[config.mk]
export PLATFORM = sky130hd
export DESIGN_NAME = rle_byte_run_decoder_flat
export DESIGN_NICKNAME = d
export VERILOG_FILES = /design/src/hw/rtl/rbrd_pkg.sv /design/src/hw/rtl/rbrd_if.sv /design/src/hw/rtl/rbrd_token_fsm.sv /design/src/hw/rtl/rle_byte_run_decoder.sv /design/src/flat_wrapper.sv
export SDC_FILE = /design/constraint.sdc
export NUM_CORES = 1
export LEC_CHECK = 0
export BUFFER_PORTS_ARGS = -buffer_cell sky130_fd_sc_hd__buf_2
export CAP_MARGIN = 10
export CORE_MARGIN = 8
export CORE_UTILIZATION = 40
export CTS_CLUSTER_DIAMETER = 80
export DETAILED_ROUTE_END_ITERATION = 12
export PLACE_DENSITY = 0.66
export SKIP_LAST_GASP = 1
export SYNTH_ARGS = -nofsm -noshare
export SYNTH_HDL_FRONTEND = slang
export SYNTH_SLANG_ARGS = --single-unit
[constraint.sdc]
create_clock -name clk -period 9.05 [get_ports clk]
set_clock_uncertainty 0.05 [all_clocks]
set_input_delay 1.81 -clock clk [delete_from_list [all_inputs] [get_ports clk]]
set_output_delay 1.81 -clock clk [all_outputs]
set_load 0.01 [all_outputs]
[src/hw/rtl/rbrd_pkg.sv]
// shared types and constants for the byte run decoder
`default_nettype none

package rbrd_pkg;

  localparam int COUNT_BITS = 16;
  localparam int SIZE_BITS  = 16;
  localparam int WIDE_BITS  = (COUNT_BITS > SIZE_BITS) ? COUNT_BITS : SIZE_BITS;
  localparam int CNT_BITS   = 7;

  localparam logic [WIDE_BITS-1:0] COUNTER_MAX   = WIDE_BITS'((64'd1 << COUNT_BITS) - 64'd1);
  localparam logic [SIZE_BITS-1:0] IMAGE_DEFAULT = SIZE_BITS'(1920);
  localparam int                   RUN_FLAG_BIT  = 7;

  typedef logic [7:0]            byte_t;
  typedef logic [CNT_BITS-1:0]   cnt_t;
  typedef logic [COUNT_BITS-1:0] count_t;
  typedef logic [SIZE_BITS-1:0]  size_t;

  typedef enum logic [2:0] {
    PH_HEADER  = 3'b001,
    PH_VALUE   = 3'b010,
    PH_LITERAL = 3'b100
  } phase_t;

  typedef struct packed {
    logic  valid;
    byte_t value;
    cnt_t  repeat_res;
    logic  last;
  } result_t;

endpackage

`default_nettype wire

[src/hw/rtl/rbrd_if.sv]
// stream channel interfaces: compressed input, decoded results, size register
`default_nettype none

interface rbrd_code_if import rbrd_pkg::*; ();
  logic  valid;
  logic  ready;
  byte_t code_byte;
  logic  start_of_image;
  modport source (output valid, output code_byte, output start_of_image, input ready);
  modport sink   (input valid, input code_byte, input start_of_image, output ready);
endinterface

interface rbrd_result_if import rbrd_pkg::*; ();
  logic  valid;
  logic  ready;
  byte_t value;
  cnt_t  repeat_res;
  logic  last;
  modport source (output valid, output value, output repeat_res, output last, input ready);
  modport sink   (input valid, input value, input repeat_res, input last, output ready);
endinterface

interface rbrd_cfg_if import rbrd_pkg::*; ();
  logic  valid;
  logic  ready;
  size_t image_bytes;
  modport source (output valid, output image_bytes, input ready);
  modport sink   (input valid, input image_bytes, output ready);
endinterface

`default_nettype wire

[src/hw/rtl/rbrd_token_fsm.sv]
// token state machine and byte counter, one compressed byte per step
`default_nettype none

module rbrd_token_fsm import rbrd_pkg::*; (
  input  logic    clk,
  input  logic    rst,
  input  logic    step,
  input  byte_t   code_byte,
  input  logic    start_of_image,
  input  size_t   image_bytes,
  output result_t result
);

  phase_t phase, phase_next;
  cnt_t   literal_left, literal_left_next;
  cnt_t   run_length, run_length_next;
  count_t bytes_written, bytes_written_next;

  phase_t                 ph_eff;
  cnt_t                   lit_eff, run_eff, lit_dec, rep;
  count_t                 bw_eff, lim, rem, bw_sum;
  logic [WIDE_BITS-1:0]   img_wide;
  logic                   below, end_tok, emit;

  always_comb begin
    img_wide = WIDE_BITS'(image_bytes);
    lim = (img_wide > COUNTER_MAX) ? COUNTER_MAX[COUNT_BITS-1:0]
                                   : img_wide[COUNT_BITS-1:0];

    // start flag clears the token state before this byte is looked at
    ph_eff  = start_of_image ? PH_HEADER : phase;
    lit_eff = start_of_image ? '0 : literal_left;
    run_eff = start_of_image ? '0 : run_length;
    bw_eff  = start_of_image ? '0 : bytes_written;

    below   = bw_eff < lim;
    rem     = lim - bw_eff;
    rep     = (COUNT_BITS'(run_eff) < rem) ? run_eff : rem[CNT_BITS-1:0];
    lit_dec = lit_eff - cnt_t'(1);

    phase_next        = ph_eff;
    literal_left_next = lit_eff;
    run_length_next   = run_eff;
    emit              = 1'b0;
    end_tok           = 1'b0;
    bw_sum            = bw_eff;
    result.value      = code_byte;
    result.repeat_res = cnt_t'(1);

    unique case (ph_eff)
      PH_VALUE: begin
        emit              = (run_eff != '0) && below;
        result.repeat_res = rep;
        if (emit) begin
          bw_sum = bw_eff + COUNT_BITS'(rep);
        end
        end_tok = 1'b1;
      end
      PH_LITERAL: begin
        emit = below;
        if (emit) begin
          bw_sum = bw_eff + COUNT_BITS'(1);
        end
        literal_left_next = lit_dec;
        end_tok           = (lit_dec == '0);
      end
      default: begin
        if (code_byte[RUN_FLAG_BIT]) begin
          run_length_next = code_byte[CNT_BITS-1:0];
          phase_next      = PH_VALUE;
        end else begin
          literal_left_next = code_byte[CNT_BITS-1:0];
          if (code_byte[CNT_BITS-1:0] == '0) begin
            end_tok = 1'b1;
          end else begin
            phase_next = PH_LITERAL;
          end
        end
      end
    endcase

    result.valid = emit;
    result.last  = bw_sum >= lim;

    bytes_written_next = bw_sum;
    if (end_tok) begin
      phase_next = PH_HEADER;
      if (bw_sum >= lim) begin
        bytes_written_next = '0;
      end
    end
  end

  always_ff @(posedge clk) begin
    if (rst) begin
      phase         <= PH_HEADER;
      literal_left  <= '0;
      run_length    <= '0;
      bytes_written <= '0;
    end else if (step) begin
      phase         <= phase_next;
      literal_left  <= literal_left_next;
      run_length    <= run_length_next;
      bytes_written <= bytes_written_next;
    end
  end

endmodule

`default_nettype wire

[src/hw/rtl/rle_byte_run_decoder.sv]
// top level of the byte-oriented run-length decoder
`default_nettype none

// Decodes a byte run-length stream, one compressed byte per clock when neither
// side stalls. A header byte with bit 7 set is a run: its low seven bits are the
// count and the next byte is the value, given as one result with that repeat
// count. A header with bit 7 clear is followed by that many literal bytes, each
// given as a result with repeat 1. Headers and empty tokens (0x00, or 0x80 plus
// its value byte) give no result. A byte counter stops the image at the size in
// the image_bytes register (reset 1920): a run that reaches it is clipped, the
// result that reaches it is marked last, and bytes of the token beyond the end
// are swallowed. A new image begins after the token that completed the image,
// or at any byte carrying start_of_image. Every compressed byte passes an input
// register and then one step of the token state machine, which loads the result
// register; the state update that each byte needs is done in one step, so one
// byte per cycle is sustained when neither side stalls. The input stage keeps
// taking bytes while a result waits for the sink, until both registers are full.
// The size register takes a write every cycle and should only be written while
// the decoder is idle.

module rle_byte_run_decoder import rbrd_pkg::*; (
  input  logic clk,
  input  logic rst,
  rbrd_code_if.sink     code,
  rbrd_result_if.source result,
  rbrd_cfg_if.sink      cfg
);

  // size register
  size_t image_bytes;

  // input register
  logic  in_valid;
  byte_t in_byte;
  logic  in_sos;

  // result register
  logic  res_valid;
  byte_t res_value;
  cnt_t  res_repeat;
  logic  res_last;

  // state machine step and its result
  logic    step;
  result_t fsm_res;

  // advance the input byte whenever the result register is free or draining
  assign step       = in_valid && (!res_valid || result.ready);
  assign code.ready = !in_valid || step;
  assign cfg.ready  = 1'b1;

  always_ff @(posedge clk) begin
    if (rst) begin
      image_bytes <= IMAGE_DEFAULT;
    end else if (cfg.valid) begin
      image_bytes <= cfg.image_bytes;
    end
  end

  // input register: load on a transfer, empty when consumed with nothing behind
  always_ff @(posedge clk) begin
    if (rst) begin
      in_valid <= 1'b0;
    end else if (code.valid && code.ready) begin
      in_valid <= 1'b1;
    end else if (step) begin
      in_valid <= 1'b0;
    end
  end

  always_ff @(posedge clk) begin
    if (code.valid && code.ready) begin
      in_byte <= code.code_byte;
      in_sos  <= code.start_of_image;
    end
  end

  rbrd_token_fsm u_fsm (
    .clk            (clk),
    .rst            (rst),
    .step           (step),
    .code_byte      (in_byte),
    .start_of_image (in_sos),
    .image_bytes    (image_bytes),
    .result         (fsm_res)
  );

  // result register: a step that gives no result leaves it empty
  always_ff @(posedge clk) begin
    if (rst) begin
      res_valid <= 1'b0;
    end else if (step) begin
      res_valid <= fsm_res.valid;
    end else if (result.ready) begin
      res_valid <= 1'b0;
    end
  end

  always_ff @(posedge clk) begin
    if (step) begin
      res_value  <= fsm_res.value;
      res_repeat <= fsm_res.repeat_res;
      res_last   <= fsm_res.last;
    end
  end

  assign result.valid      = res_valid;
  assign result.value      = res_value;
  assign result.repeat_res = res_repeat;
  assign result.last       = res_last;

endmodule

`default_nettype wire
[src/flat_wrapper.sv]
// flat-port wrapper written by rule: the top's interface ports become plain ports
module rle_byte_run_decoder_flat import rbrd_pkg::*;
  (clk, rst, code_valid, code_code_byte, code_start_of_image, code_ready, result_valid, result_value, result_repeat_res, result_last, result_ready, cfg_valid, cfg_image_bytes, cfg_ready);
  rbrd_code_if code_i ();
  rbrd_result_if result_i ();
  rbrd_cfg_if cfg_i ();
  input  logic clk;
  input  logic rst;
  input wire logic [$bits(code_i.valid)-1:0] code_valid;
  input wire logic [$bits(code_i.code_byte)-1:0] code_code_byte;
  input wire logic [$bits(code_i.start_of_image)-1:0] code_start_of_image;
  output wire logic [$bits(code_i.ready)-1:0] code_ready;
  output wire logic [$bits(result_i.valid)-1:0] result_valid;
  output wire logic [$bits(result_i.value)-1:0] result_value;
  output wire logic [$bits(result_i.repeat_res)-1:0] result_repeat_res;
  output wire logic [$bits(result_i.last)-1:0] result_last;
  input wire logic [$bits(result_i.ready)-1:0] result_ready;
  input wire logic [$bits(cfg_i.valid)-1:0] cfg_valid;
  input wire logic [$bits(cfg_i.image_bytes)-1:0] cfg_image_bytes;
  output wire logic [$bits(cfg_i.ready)-1:0] cfg_ready;
  assign code_i.valid = code_valid;
  assign code_i.code_byte = code_code_byte;
  assign code_i.start_of_image = code_start_of_image;
  assign code_ready = code_i.ready;
  assign result_valid = result_i.valid;
  assign result_value = result_i.value;
  assign result_repeat_res = result_i.repeat_res;
  assign result_last = result_i.last;
  assign result_i.ready = result_ready;
  assign cfg_i.valid = cfg_valid;
  assign cfg_i.image_bytes = cfg_image_bytes;
  assign cfg_ready = cfg_i.ready;
  rle_byte_run_decoder u_core (.clk(clk), .rst(rst), .code(code_i), .result(result_i), .cfg(cfg_i));
endmodule
==> run metrics <==
status=finished, final reports clean; count of cell types in the netlist=a little over 70; synthesized area per cell=about 8.5 µm²; Synth area leader=dfxtp_1; Mapped Cells=674; most common cell after layout, fill and taps aside=nor2_1; cell row count=between 40 and 50; WHS=0.432 ns; Placed Cells=between 800 and 900; FF/Latch Area=between 0.0015 and 0.002 mm²; R2R Setup Slk=approximately 0.54 ns; die height=roughly 140 µm; Synth Area in Compound Gates=around a fifth; Worst Hold Endpoint=u_core.u_fsm.bytes_written[15]; multi-input combinational cell area=about 0.0036 mm²; largest net degree at the start of global routing=34; Lkg Pwr=between 2 and 3 nW; CP max stage delay=between 0.4 and 0.5 ns; Worst Path Class, Setup=reg -> reg; number of DRC markers in iteration 0=~490; share of cells above drive strength 1=between 10 and 15%; pwr dens=approximately 140 mW/mm²; chip width=about 140 µm; DRC viols=0; Hold Path Class=reg -> reg; Initial Util=roughly two fifths; # hold bufs at CTS=0; number of flops mapped to enable cells by yosys=25; Clock power frac=approximately 43%; number of global-route vias before repair=4950; worst-margin pin slew=between 1 and 1.5 ns; nets@finish=792; RSZ-0062 raised after global routing=no; total wire length=between 15000 and 20000 µm; initial antenna violation count=0; first-pass GRT wire length=around 26000 µm; highest clock rate=118 MHz; Synth area leaders=dfxtp_1 (18%), edfxtp_1 (13%), ha_1 (11%); hold depth=1; r2r worst-path depth=36; NetSw=between 200 and 300 µW; Layout area overhead=12.6%; fin cells=897; critical path's top delay family=compound AO/OA/AOI/OAI gates; r2r endpoint=u_core.u_fsm.bytes_written[14]; CP max-delay cell=edfxtp_1; I/O pin count=49; async set-or-reset flop fraction in the synthesized netlist=0%; Seq/Total Area, Yosys=approximately 31%; max-cap violations=0; sequential group share of total power=roughly two fifths; worst path arrival time=between 8 and 9 ns; drt wl/cell=~18 µm; commonest non-fill, non-tap cells in the layout=nor2_1 (67), nand2_1 (61), dfxtp_1 (51); P_int=around 660 µW; DRT Pass-1 Iters=6; final worst-path cycle share=a little over nine tenths; number of buffers and inverters on the critical path=3; critical path fanouts, max=17; Skew-Pair Late Insertion Delay=roughly 0.35 ns; Final Hold Violating Endpoints=0; fin util=46.2%; post-DP HPWL=between 10000 and 15000 µm; Vias per Instance=between 5 and 6; antenna cells=0; placed cell areas=approximately 0.006 mm²; ANT nets after route=0; Clock Root Buffer=clkbuf_16; Worst slew margin=a little under a quarter; Tmin final=8.51 ns; setup total negative slack=0 ns; Post-Synth Adder-Cell Area=between 10 and 15%; predominant post-synthesis flop cell=dfxtp_1; fin area=between 0.006 and 0.007 mm²; largest family of logic cells by synthesized area=compound AO/OA/AOI/OAI gates; total CTS buffers=9; post-synthesis mux area share=between 5 and 6%; CTS HTree Levels=3; Placer Congestion=approximately 0.94; Total Routing Usage GR=17.7%; core area=between 0.01 and 0.015 mm²; YS warnings=0; # clock sinks=76; pins over their slew limit=0; Die ar.=approximately 0.018 mm²; CP Capture Type=register; Port Buf Inserts=47; CP dominant cell by count=ha_1; hold path startpoint=u_core.u_fsm.bytes_written[15]; launching element type of the critical path=register; Yosys top cell area share=17.9%; Final setup viols=0; Fill cells=1381; TritonCTS clock tree=done; Req. time, crit path=approximately 9.3 ns; Post-Synthesis Cell Area=~0.0057 mm²; reg2reg start=u_core.in_sos; global route total overflow=0; Synth Area in XOR/XNOR=between 3 and 4%; Post-Synthesis Net Count=754; simple-gate portion of the synthesized area=21.2%; switching share of power=between 20 and 30%; Max VDD drop=about 0.089 mV; Max clock buf depth=2; register bit count reported by yosys=76; Logic pwr share=around 16%; DR vias=~5300; clk slew on worst S/H paths=about 0.060 ns
Yosys cell counts (11+ instances only):
cell       n
clkbuf_1  20
nand3_1   19
mux2i_1   25
nor2_1    67
o21ai_0   17
a22oi_1   11
nor3_1    14
dfxtp_1   51
nand2_1   61
a21oi_1   50
a22o_1    12
inv_1     46
ha_1      48
nand4_1   13
nor2b_1   15
edfxtp_1  25
xnor2_1   15
a21o_1    13
layer usage:
metal  part of all wire, %  wire (µm)  GRT usage, %  vias to the layer above
met5                     0          0             0                        -
met4                   3.4        548          8.95                        0
met3                   5.7        930          2.71                       36
met2                    46       7540          27.5                      192
met1                    45       7310          23.3                     2477
li1                      -          -             -                     2545
kinds of logic (layout without fill, tap and decap cells):
family | count (synthesis) | in the layout
buf+inv | 78 | 121
simple gates | 242 | 242
mux | 33 | 33
other cells | 1 | 1
compound gates | 171 | 171
xor+xnor | 23 | 23
fa+ha+maj | 50 | 50
flops | 76 | 76
area by class of cell:
class                           count  share of cell area [%]
Timing Repair Buffer               56                    4.72
Multi-Input combinational cell    520                    56.3
Inverter                           49                    2.87
Clock buffer                        9                    3.51
Sequential cell                    76                    27.6
Clock inverter                      7                    1.52
Tap cell                          180                    3.51
how the worst max path moves through the flow:
stage,startpoint,to,cells after the start
6_report,u_core.in_sos,u_core.u_fsm.bytes_written[14],36
5_1_grt,u_core.in_sos,u_core.u_fsm.bytes_written[14],37
4_1_cts,u_core.in_sos,u_core.u_fsm.bytes_written[12],36
3_5_place_dp,u_core.in_sos,u_core.u_fsm.bytes_written[12],36
3_3_place_gp,u_core.in_sos,u_core.u_fsm.bytes_written[14],36
2_1_floorplan,u_core.in_sos,u_core.u_fsm.bytes_written[12],38
power groups by stage:
stage | registers [mW] | clock network [mW] | logic (mW)
floorplan | 0.383 | 0 | 0.107
global route | 0.381 | 0.416 | 0.161
finish | 0.380 | 0.396 | 0.147
detailed placement | 0.387 | 0 | 0.144
global placement | 0.387 | 0 | 0.140
CTS | 0.379 | 0.403 | 0.145
through the flow:
stage | setup WS [ns] | total power, mW
final | 0.542 | 0.922
after global routing | 0.00116 | 0.958
after CTS | 0.505 | 0.928
after detailed placement | 0.597 | 0.530
after global placement | 0.864 | 0.527
after floorplan | 1.40 | 0.490
flip-flops by register name (all words and copies together), names as in the netlist:
| register | count |
|---|---|
| u_core.in_valid | 1 |
| u_core.in_byte | 8 |
| u_core.result.value | 8 |
| u_core.image_bytes | 16 |
| u_core.u_fsm.run_length | 7 |
| u_core.result.repeat_res | 7 |
| u_core.in_sos | 1 |
| u_core.result.last | 1 |
| u_core.u_fsm.bytes_written | 16 |
| u_core.u_fsm.phase | 3 |
| u_core.u_fsm.literal_left | 7 |
| u_core.result.valid | 1 |
timing repair:
item                                    CTS  global route
gates resized for setup                   0             1
endpoints found under the setup margin    0            15
buffers inserted                          0             2
(Power assumes the default switching activity.)
